==> config.mk <==
export PLATFORM = sky130hd
export DESIGN_NAME = command_packet_framer_unit
export DESIGN_NICKNAME = d
export VERILOG_FILES = /design/src/hw/rtl/cpf_pkg.sv /design/src/hw/rtl/cpf_byte_mux.sv /design/src/hw/rtl/command_packet_framer_unit.sv
export VERILOG_INCLUDE_DIRS = /design/src /design/src/hw/rtl
export SDC_FILE = /design/constraint.sdc
export NUM_CORES = 1
export LEC_CHECK = 0
export ABC_AREA = 1
export BUFFER_PORTS_ARGS = -buffer_cell sky130_fd_sc_hd__buf_4
export CAP_MARGIN = 40
export CORE_MARGIN = 1
export CORE_UTILIZATION = 53
export DETAILED_ROUTE_END_ITERATION = 10
export MAX_ROUTING_LAYER = met4
export PLACE_DENSITY = 0.72
export SLEW_MARGIN = 20
export SYNTH_ARGS = -nofsm -noshare
export SYNTH_HDL_FRONTEND = slang
export SYNTH_HIERARCHICAL = 1
export SYNTH_SLANG_ARGS = --single-unit
==> constraint.sdc <==
create_clock -name clk -period 5.58 [get_ports clk]
set_input_delay 0.558 -clock clk [delete_from_list [all_inputs] [get_ports clk]]
set_output_delay 0.558 -clock clk [all_outputs]
set_load 0.02 [all_outputs]
==> src/hw/rtl/assert_macros.svh <==
// Assertion helpers for the RTL. Every use expects clk and rst_n in scope.
`ifndef ASSERT_MACROS_SVH
`define ASSERT_MACROS_SVH

// Plain property, checked on every rising clock edge outside reset.
`define CPF_ASSERT(lbl, prop, msg) \
    lbl: assert property (@(posedge clk) disable iff (!rst_n) (prop)) else $error(msg);

// Same-cycle implication.
`define CPF_ASSERT_IMP(lbl, ante, cons, msg) \
    lbl: assert property (@(posedge clk) disable iff (!rst_n) (ante) |-> (cons)) \
        else $error(msg);

// Next-cycle implication.
`define CPF_ASSERT_NXT(lbl, ante, cons, msg) \
    lbl: assert property (@(posedge clk) disable iff (!rst_n) (ante) |=> (cons)) \
        else $error(msg);

`endif

==> src/hw/rtl/cpf_pkg.sv <==
`default_nettype none

package cpf_pkg;

    localparam int NUM_PARAM_FIELDS = 5;
    localparam int POS_W            = 5;
    localparam int CNT_W            = 3;

    // Fixed byte positions inside a packet
    localparam logic [POS_W-1:0] POS_HDR_HI  = 5'd0;
    localparam logic [POS_W-1:0] POS_HDR_LO  = 5'd1;
    localparam logic [POS_W-1:0] POS_ADDR_3  = 5'd2;
    localparam logic [POS_W-1:0] POS_ADDR_2  = 5'd3;
    localparam logic [POS_W-1:0] POS_ADDR_1  = 5'd4;
    localparam logic [POS_W-1:0] POS_ADDR_0  = 5'd5;
    localparam logic [POS_W-1:0] POS_KIND    = 5'd6;
    localparam logic [POS_W-1:0] POS_LEN_HI  = 5'd7;
    localparam logic [POS_W-1:0] POS_LEN_LO  = 5'd8;
    localparam logic [POS_W-1:0] POS_OPCODE  = 5'd9;
    localparam logic [POS_W-1:0] POS_PARAM0  = 5'd10;

    // Length field counts opcode and the two checksum bytes on top of params
    localparam logic [7:0] LEN_BIAS = 8'd3;

    // Register indexes on the config port
    localparam logic [1:0] REG_HEADER = 2'd0;
    localparam logic [1:0] REG_ADDR   = 2'd1;
    localparam logic [1:0] REG_KIND   = 2'd2;

    // Register reset values
    localparam logic [15:0] HEADER_RST = 16'hEF01;
    localparam logic [31:0] ADDR_RST   = 32'hFFFF_FFFF;
    localparam logic [7:0]  KIND_RST   = 8'h01;

    typedef logic [NUM_PARAM_FIELDS-1:0][7:0] param_vec_t;

    // Per-position flags from the byte selector
    typedef struct packed {
        logic summed;   // byte goes into the checksum
        logic sum_hi;   // high checksum byte
        logic final_b;  // low checksum byte, ends the packet
    } cpf_sel_t;

endpackage

`default_nettype wire

==> src/hw/rtl/cpf_byte_mux.sv <==
`default_nettype none

module cpf_byte_mux (
    input  wire logic [4:0]          pos,
    input  wire logic [15:0]         header_word,
    input  wire logic [31:0]         device_address,
    input  wire logic [7:0]          packet_kind,
    input  wire logic [7:0]          opcode,
    input  wire logic [2:0]          count,
    input  wire cpf_pkg::param_vec_t params,
    input  wire logic [15:0]         sum,
    output logic [7:0]               data,
    output cpf_pkg::cpf_sel_t        sel
);
    import cpf_pkg::*;

    logic [POS_W-1:0] param_end;
    logic [POS_W-1:0] pdiff;
    logic [CNT_W-1:0] pidx;
    logic [7:0]       length;

    assign param_end = POS_PARAM0 + {2'b00, count};
    assign pdiff     = pos - POS_PARAM0;
    assign pidx      = pdiff[CNT_W-1:0];
    assign length    = {5'b00000, count} + LEN_BIAS;

    always_comb
    begin
        data = 8'h00;
        sel  = '0;
        priority if (pos < POS_PARAM0)
        begin
            unique case (pos)
                POS_HDR_HI: data = header_word[15:8];
                POS_HDR_LO: data = header_word[7:0];
                POS_ADDR_3: data = device_address[31:24];
                POS_ADDR_2: data = device_address[23:16];
                POS_ADDR_1: data = device_address[15:8];
                POS_ADDR_0: data = device_address[7:0];
                POS_KIND:
                begin
                    data       = packet_kind;
                    sel.summed = 1'b1;
                end
                POS_LEN_HI:
                begin
                    data       = 8'h00;
                    sel.summed = 1'b1;
                end
                POS_LEN_LO:
                begin
                    data       = length;
                    sel.summed = 1'b1;
                end
                POS_OPCODE:
                begin
                    data       = opcode;
                    sel.summed = 1'b1;
                end
                default: data = 8'h00;
            endcase
        end
        else if (pos < param_end)
        begin
            if (pidx < 3'(NUM_PARAM_FIELDS))
                data = params[pidx];
            sel.summed = 1'b1;
        end
        else if (pos == param_end)
        begin
            data       = sum[15:8];
            sel.sum_hi = 1'b1;
        end
        else
        begin
            data        = sum[7:0];
            sel.final_b = 1'b1;
        end
    end

endmodule

`default_nettype wire

==> src/hw/rtl/command_packet_framer_unit.sv <==
// Command packet framer.
// Input channel (in_valid / in_stall): one request carries an opcode, a
// parameter count and five parameter bytes. Counts above the limit are
// clamped; parameter fields past the count are ignored.
// Output channel (out_valid / out_stall): the packet leaves one byte per
// request: header (2), address (4), kind, length (2), opcode, parameters,
// then the 16-bit checksum high byte first; last_byte marks the final byte.
// After the input request is taken, the sequencer enters its send state
// and then loads the first byte into the output register; 12 + count
// bytes then stream one byte per cycle while the output does not stall.
// The byte sequencer walks the packet one position per cycle unless the
// output stalls, and feeds a single 16-bit accumulator for the checksum.
// in_stall is high while a packet is being walked; the next command is
// taken as soon as the last byte has been loaded into the output register.
// A stall on the output freezes the sequencer and holds the output byte.
// Reset clears the sequencer and output valid, and returns the header,
// address and kind registers to EF01, FFFFFFFF and 01. Config writes
// (cfg_we, cfg_index, cfg_data) are registered; index 3 is ignored.
`default_nettype none

`include "assert_macros.svh"

module command_packet_framer_unit #(
    parameter int MAX_PARAMS = 5
) (
    input  wire logic        clk,
    input  wire logic        rst_n,

    input  wire logic        cfg_we,
    input  wire logic [1:0]  cfg_index,
    input  wire logic [31:0] cfg_data,

    input  wire logic        in_valid,
    output logic             in_stall,
    input  wire logic [7:0]  opcode,
    input  wire logic [2:0]  param_count,
    input  wire logic [7:0]  param_0,
    input  wire logic [7:0]  param_1,
    input  wire logic [7:0]  param_2,
    input  wire logic [7:0]  param_3,
    input  wire logic [7:0]  param_4,

    output logic             out_valid,
    input  wire logic        out_stall,
    output logic [7:0]       out_byte,
    output logic             last_byte
);
    import cpf_pkg::*;

    localparam int LIMIT = (MAX_PARAMS < NUM_PARAM_FIELDS) ? MAX_PARAMS : NUM_PARAM_FIELDS;
    localparam logic [CNT_W-1:0] LIMIT_C = CNT_W'(LIMIT);

    localparam logic ST_IDLE = 1'b0;
    localparam logic ST_SEND = 1'b1;

    // Config registers
    logic [15:0] header_reg;
    logic [31:0] addr_reg;
    logic [7:0]  kind_reg;

    // Sequencer and held command
    logic             state_reg, state_next;
    logic [POS_W-1:0] pos_reg, pos_next;
    logic [15:0]      sum_reg, sum_next;
    logic [7:0]       opcode_reg;
    logic [CNT_W-1:0] count_reg;
    param_vec_t       params_reg;

    // Output register
    logic       out_valid_reg, out_valid_next;
    logic [7:0] out_byte_reg;
    logic       last_reg;

    logic [CNT_W-1:0] count_clamped;
    logic             in_take;
    logic             load;
    logic [7:0]       sel_byte;
    cpf_sel_t         sel;
    logic [POS_W-1:0] last_pos;

    assign count_clamped = (param_count > LIMIT_C) ? LIMIT_C : param_count;
    assign in_take       = in_valid && (state_reg == ST_IDLE);
    assign load          = (state_reg == ST_SEND) && (!out_valid_reg || !out_stall);
    assign last_pos      = POS_PARAM0 + {2'b00, count_reg} + 5'd1;

    assign in_stall  = (state_reg == ST_SEND);
    assign out_valid = out_valid_reg;
    assign out_byte  = out_byte_reg;
    assign last_byte = last_reg;

    cpf_byte_mux u_mux (
        .pos            (pos_reg),
        .header_word    (header_reg),
        .device_address (addr_reg),
        .packet_kind    (kind_reg),
        .opcode         (opcode_reg),
        .count          (count_reg),
        .params         (params_reg),
        .sum            (sum_reg),
        .data           (sel_byte),
        .sel            (sel)
    );

    always_ff @(posedge clk or negedge rst_n)
    begin
        if (!rst_n)
        begin
            header_reg <= HEADER_RST;
            addr_reg   <= ADDR_RST;
            kind_reg   <= KIND_RST;
        end
        else if (cfg_we)
        begin
            unique case (cfg_index)
                REG_HEADER: header_reg <= cfg_data[15:0];
                REG_ADDR:   addr_reg   <= cfg_data;
                REG_KIND:   kind_reg   <= cfg_data[7:0];
                default:    ;
            endcase
        end
    end

    // Sequencer: one packet position per cycle unless the output stalls, checksum accumulated in place
    always_comb
    begin
        state_next     = state_reg;
        pos_next       = pos_reg;
        sum_next       = sum_reg;
        out_valid_next = out_valid_reg;

        if (out_valid_reg && !out_stall)
            out_valid_next = 1'b0;

        unique case (state_reg)
            ST_IDLE:
            begin
                if (in_valid)
                begin
                    state_next = ST_SEND;
                    pos_next   = '0;
                    sum_next   = '0;
                end
            end
            ST_SEND:
            begin
                if (load)
                begin
                    out_valid_next = 1'b1;
                    pos_next       = pos_reg + 5'd1;
                    if (sel.summed)
                        sum_next = sum_reg + {8'h00, sel_byte};
                    if (sel.final_b)
                        state_next = ST_IDLE;
                end
            end
            default: state_next = ST_IDLE;
        endcase
    end

    always_ff @(posedge clk or negedge rst_n)
    begin
        if (!rst_n)
        begin
            state_reg     <= ST_IDLE;
            pos_reg       <= '0;
            sum_reg       <= '0;
            opcode_reg    <= '0;
            count_reg     <= '0;
            out_valid_reg <= 1'b0;
        end
        else
        begin
            state_reg     <= state_next;
            pos_reg       <= pos_next;
            sum_reg       <= sum_next;
            out_valid_reg <= out_valid_next;
            if (in_take)
            begin
                opcode_reg <= opcode;
                count_reg  <= count_clamped;
            end
        end
    end

    // Payload registers, no reset
    always_ff @(posedge clk)
    begin
        if (in_take)
            params_reg <= {param_4, param_3, param_2, param_1, param_0};
        if (load)
        begin
            out_byte_reg <= sel_byte;
            last_reg     <= sel.final_b;
        end
    end

    `CPF_ASSERT(a_count_limit, count_reg <= LIMIT_C, "held count above limit")
    `CPF_ASSERT_IMP(a_pos_range, state_reg == ST_SEND, pos_reg <= last_pos,
                    "position past packet")
    `CPF_ASSERT_IMP(a_sum_hi_busy, sel.sum_hi, state_reg == ST_SEND,
                    "checksum byte selected while idle")
    `CPF_ASSERT_NXT(a_take_start, in_take,
                    state_reg == ST_SEND && pos_reg == '0 && sum_reg == '0,
                    "bad packet start")
    `CPF_ASSERT_NXT(a_final_done, load && sel.final_b,
                    state_reg == ST_IDLE && last_reg && out_valid_reg,
                    "packet end not closed")

endmodule

`default_nettype wire
==> results of run 1 <==
routing by layer:
metal,vias up,track usage (%)
met2,209,43.79
li1,3004,-
met4,0,12.73
met3,48,4.990
met1,2865,35.50
met5,-,-
worst paths after layout:
path                                from            end  slack, ns  depth (start not counted)
max in group asynchronous          rst_n    addr_reg[4]       4.61                          3
max reg2reg                 count_reg[1]     sum_reg[6]       1.75                         21
min in group clk              param_1[0]  params_reg[8]       0.30                          1
min                                rst_n     pos_reg[0]       0.08                          1
max                         count_reg[1]     sum_reg[6]       1.75                         21
min reg2reg                opcode_reg[2]  opcode_reg[2]       0.48                          2
per-stage QoR:
step / utilization, % / setup WS (ns)
floorplan: - / 2.472
finish: 66.03 / 1.754
CTS: 65.82 / 1.771
global route: 66.03 / 1.181
detailed placement: 61.31 / 1.853
global placement: 60.85 / 1.975
layout by cell type, fill, tap and decap left out, types with 4 or more instances in the layout:
master,instances
a21oi_1,13
buf_4,101
clkbuf_16,19
dfrtp_1,49
dfstp_2,41
edfxtp_1,49
ha_1,19
inv_1,64
inv_2,10
mux2_2,16
nand2_1,321
nand2_2,4
nand3_1,86
nand4_1,6
nor2_1,67
nor2_2,10
nor2_4,8
o21ai_0,52
xor2_1,4
where the power goes:
group	leakage, nW	internal (mW)	total, mW	switching (mW)
registers	1.51	1.35	1.56	0.207
clock network	0.300	0.716	1.14	0.425
logic	2.53	0.628	1.93	1.31
worst reg2reg max path, cell delays in order (launching register included):
cell     delay [ns]
dfrtp_1        0.40
inv_1          0.08
ha_1           0.30
ha_1           0.29
nand2_1        0.08
nor2_2         0.09
nand2_1        0.08
nand3_1        0.26
nor2_1         0.44
nand2_1        0.10
nand2_1        0.07
nand2_1        0.04
nand2_1        0.09
ha_1           0.21
inv_1          0.07
fa_1           0.44
nor2_1         0.16
nor2_1         0.10
o21ai_0        0.21
nand2_1        0.08
nand2_1        0.06
o21ai_0        0.06
final cells by class:
type,count,share of cell area [%]
inverter,75,3.223
sequential,139,42.83
tap,176,2.499
timing repair buffer,105,9.625
multi-input combinational,627,34.99
clock inverter,9,1.221
clock buffer,23,5.608
==> flow_summary_export.csv, run 1 <==
group,metric,value,unit
status,outcome,"completed",
synthesis,postSynthAreaPerCell,8.432,um^2
layout,nets,1075,
drt,via_count,6126,
layout,nFillCells,1157,
worst_setup_path,cpPeakStageDelay,0.44,ns
place,gp_congestion,0.9433,
sta,hold_violations,0,
worst_setup_path,worstPathArrival,4.13,ns
drt,via_per_inst,5.308,
power_and_ir_drop,powerDensity,525.8,nW/um^2
cts,insertion_delay,0.43,ns
sta,final_max_slew_viol_count,0,
synthesis,netlist_instances,869,
place,post_dp_cell_area,8184,um^2
floorplanning,die_h,119.6,um
place,dp_hpwl,12530,um
sta,rsz0062_at_grt,"false",
sta,fin_crit,3.826,ns
worst_setup_path,slowest_stage,"nor2_1",
floorplanning,core.rowCount,42,
layout,antenna_cells,0,
worst_setup_path,crit_type,"reg2reg",
worst_setup_path,required,5.89,ns
synthesis,ys_warn_count,6,
job,max_cap_viol_count,0,
cts,clock_path_buffers,2,
global_routing,grt_pass1_vias,5910,
worst_setup_path,cp-start-kind,"register",
global_routing,track_usage,27.93,%
drt,dr_wl_met2,8716,um
drt,drt-initial-drc-count,456,
cts,cts_buffers,17,
worst_setup_path,crit_top_cell,"nand2_1",
drt,dr_wl_met3,909,um
worst_setup_path,end_kind,"register",
cts,cts_hold_buf,0,
layout,drive_gt1_share,23.72,%
layout,stdcell_area,8813,um^2
floorplanning,core-area,13350,um^2
sta,fin_skew,0.01134,ns
synthesis,syn_area,7327,um^2
drt,wl,18110,um
global_routing,grt_max_degree,67,
cts,cts-root-buf,"clkbuf_16",
layout,seq_area,3775,um^2
sta,setup_viol,0,
drt,topRoutingLayerUsed,"met4",
layout,largest_reg_flops,40,
global_routing,grt-ovfl-total,0,
sta,tightest_slew,0.8417,ns
drt,ant_nets,0,
power_and_ir_drop,vdd_drop_max,0.2818,mV
drt,first_pass_iters,6,
hold_path,hold_path.class,"in2async",
sta,fmax,261.4,MHz
drt,wl_met1,7927,um
cts,path_clk_slew,0.06,ns
place,port-buffer-count,100,
cts,tritoncts,"built",
sta,slew_headroom,43.89,%
floorplanning,ioPinCount,101,
layout,multi_input_area,3084,um^2
global_routing,antenna_found_initial,0,
sta,post-route-period-util,68.56,%
cts,postCtsSetupRepairBufs,0,
place,dpl.cell_count,1121,
layout,layout.cells.non_filler,1154,
global_routing,grt_pass1_wl,29520,um
floorplanning,initial_utilization,54.89,%
drt,wire_per_inst,15.70,um
power_and_ir_drop,leakagePower,4.337,nW
power_and_ir_drop,p_total,4.634,mW
drt,drcViolationCount,0,
cts,cts.htree.levels,4,
layout,area_growth,20.29,%
worst_setup_path,critPathTopFamily,"simple AND/OR/NAND/NOR gates",
floorplanning,dieArea,14300,um^2
cts,clock-sinks,139,
floorplanning,die_w,119.6,um
cts,postCtsResizedCells,0,
worst_setup_path,crit_buf_inv,2,
worst_setup_path,crit_fanout,11,
worst_setup_path,path_cells,"inv_1 > ha_1 > ha_1 > nand2_1 > nor2_2 > nand2_1 > nand3_1 > nor2_1 > nand2_1 > nand2_1 > nand2_1 > nand2_1 > ha_1 > inv_1 > fa_1 > nor2_1 > nor2_1 > o21ai_0 > nand2_1 > nand2_1 > o21ai_0",
sta,whs,0.07724,ns
synthesis,syn_nets,979,
sta,tns,0,ns
Power figures use the tool's default switching activity.
==> run 2, diff against run 1 <==
- CORE_UTILIZATION: 53 -> 52
- PLACE_DENSITY: 0.72 -> 0.74
- clock period: 5.58 -> 3.3 ns (I/O delays scaled with it)
==> flow_summary_export.csv, run 2 (same netlist as run 1, synthesis figures left out) <==
group,metric,value,unit
power_and_ir_drop,leakagePower,4.481,nW
floorplanning,ioPinCount,101,
cts,cts-root-buf,"clkbuf_16",
sta,fmax,315.9,MHz
global_routing,grt_pass1_wl,29640,um
layout,nFillCells,1152,
cts,path_clk_slew,0.06,ns
floorplanning,die_w,120.7,um
power_and_ir_drop,pwr-share-seq,30.7,%
cts,clock-sinks,139,
global_routing,grt_pass1_vias,6082,
hold_path,hold_path.class,"in2reg",
power_and_ir_drop,vdd_drop_max,0.6088,mV
sta,fin_crit,3.166,ns
layout,largest_reg_flops,40,
cts,cts.htree.levels,4,
sta,tns,0,ns
drt,via_count,6271,
power_and_ir_drop,powerDensity,913.6,nW/um^2
floorplanning,die_h,120.7,um
global_routing,grt_max_degree,49,
place,port-buffer-count,100,
sta,fin_skew,0.007960,ns
job,max_cap_viol_count,0,
drt,drcViolationCount,0,
drt,drt-initial-drc-count,685,
power_and_ir_drop,switching_share,41.98,%
cts,tritoncts,"built",
drt,wl_met1,7724,um
place,dp_hpwl,12970,um
layout,multi_input_area,3233,um^2
sta,timing.final.ws_setup,0.1343,ns
place,gp_congestion,0.9362,
floorplanning,initial_utilization,52.99,%
global_routing,grt-ovfl-total,0,
worst_setup_path,crit_type,"reg2reg",
power_and_ir_drop,p_switching,3.503,mW
drt,wire_per_inst,15.45,um
drt,ant_nets,0,
worst_setup_path,required,3.62,ns
global_routing,antenna_found_initial,0,
drt,first_pass_iters,8,
sta,final_max_slew_viol_count,0,
cts,cts_buffers,17,
power_and_ir_drop,clockPowerShare,22.2,%
power_and_ir_drop,internal-power,4.841,mW
layout,area_growth,24.66,%
place,dpl.cell_count,1148,
drt,wl,18340,um
layout,final_common_cell,"nand2_1",
sta,tightest_slew,0.5934,ns
floorplanning,core.rowCount,43,
floorplanning,core-area,13830,um^2
sta,slew_headroom,60.40,%
layout,layout.cells.non_filler,1187,
layout,nets,1104,
global_routing,track_usage,27.69,%
layout,drive_gt1_share,28.10,%
worst_setup_path,crit_fanout,5,
power_and_ir_drop,p_comb_share,47.1,%
drt,dr_wl_met3,917,um
cts,clock_path_buffers,2,
sta,post-route-period-util,95.93,%
sta,setup_viol,0,
worst_setup_path,end_kind,"register",
status,outcome,"completed",
drt,topRoutingLayerUsed,"met4",
cts,insertion_delay,0.43,ns
place,place_ws,0.008463,ns
sta,whs,0.07358,ns
power_and_ir_drop,p_total,8.345,mW
layout,seq_area,3775,um^2
drt,dr_wl_met2,9254,um
sta,hold_violations,0,
worst_setup_path,cp-start-kind,"register",
layout,final_cell_mix,"318 x nand2_1, 129 x buf_4, 82 x nand3_1",
worst_setup_path,worstPathArrival,3.48,ns
drt,via_per_inst,5.283,
floorplanning,dieArea,14570,um^2
layout,antenna_cells,0,
## run 2: changes by cell type in the layout (fill, tap and decap cells not counted), sizes merged
cell / before / now
inv: 77 / 76
buf: 105 / 133
clkinv: 5 / 7
dlygate4sd3: 0 / 1
clkbuf: 23 / 24
bufinv: 2 / 0
## run 2: power by group through the flow
stage	Combinational, mW	Clock [mW]	Sequential [mW]
after CTS	3.56	1.86	2.55
after global routing	4.34	1.95	2.61
after global placement	3.45	0	2.57
after floorplan	2.44	0	2.58
final	3.93	1.85	2.57
after detailed placement	3.51	0	2.57
## run 2: worst max-delay path, cell delays in order, from the launching register on
cell	delay, ns
dfrtp_1	0.40
inv_2	0.06
ha_1	0.29
ha_1	0.30
nand2_1	0.08
nor2_2	0.16
buf_6	0.15
nand3_1	0.08
nand2_1	0.10
nand2_1	0.05
nand2_1	0.06
nand2_1	0.05
nand2_2	0.09
ha_4	0.15
inv_1	0.06
fa_2	0.38
nor2_2	0.12
nor2_2	0.07
o21ai_2	0.20
nand3_1	0.10
nand2_1	0.07
nor2_1	0.04
## run 2: metal layers
metal / up-vias / global-route usage [%]
met5: - / -
met4: 0 / 10.88
met3: 43 / 4.434
met2: 233 / 45.87
met1: 2938 / 34.08
li1: 3057 / -
## run 2: final timing paths
check,depth (start not counted),to,start,slack (ns)
hold / removal,1,params_reg[12],param_1[4],0.07
max in group asynchronous,4,addr_reg[24],rst_n,2.06
hold reg to reg,2,opcode_reg[6],opcode_reg[6],0.48
setup / recovery,21,sum_reg[12],count_reg[1],0.13
setup reg to reg,21,sum_reg[12],count_reg[1],0.13
min in group asynchronous,2,pos_reg[4],rst_n,0.40
## run 2: layout make-up
type / count / share of cell area [%]
inverters: 75 / 3.110
flip-flops and latches: 139 / 41.33
repair buffers: 134 / 11.36
multi-input cells: 627 / 35.40
clock inverters: 8 / 0.6027
well taps: 180 / 2.466
clock buffers: 24 / 5.740
## run 2: repair_timing
action | CTS | global route
pin swaps | 1 | 7
endpoints found under the setup margin | 3 | 12
buffers inserted | 1 | 4
gates cloned | 0 | 1
endpoints found under the hold margin | 14 | 0
hold buffers | 1 | 0
gates resized for setup | 3 | 27
## run 2: metrics by stage
stage,instance area (um^2),util (%)
after global placement,8307,60.08
final,9134,66.06
after global routing,9134,66.06
after floorplan,7327,-
after CTS,8954,64.75
after detailed placement,8349,60.38
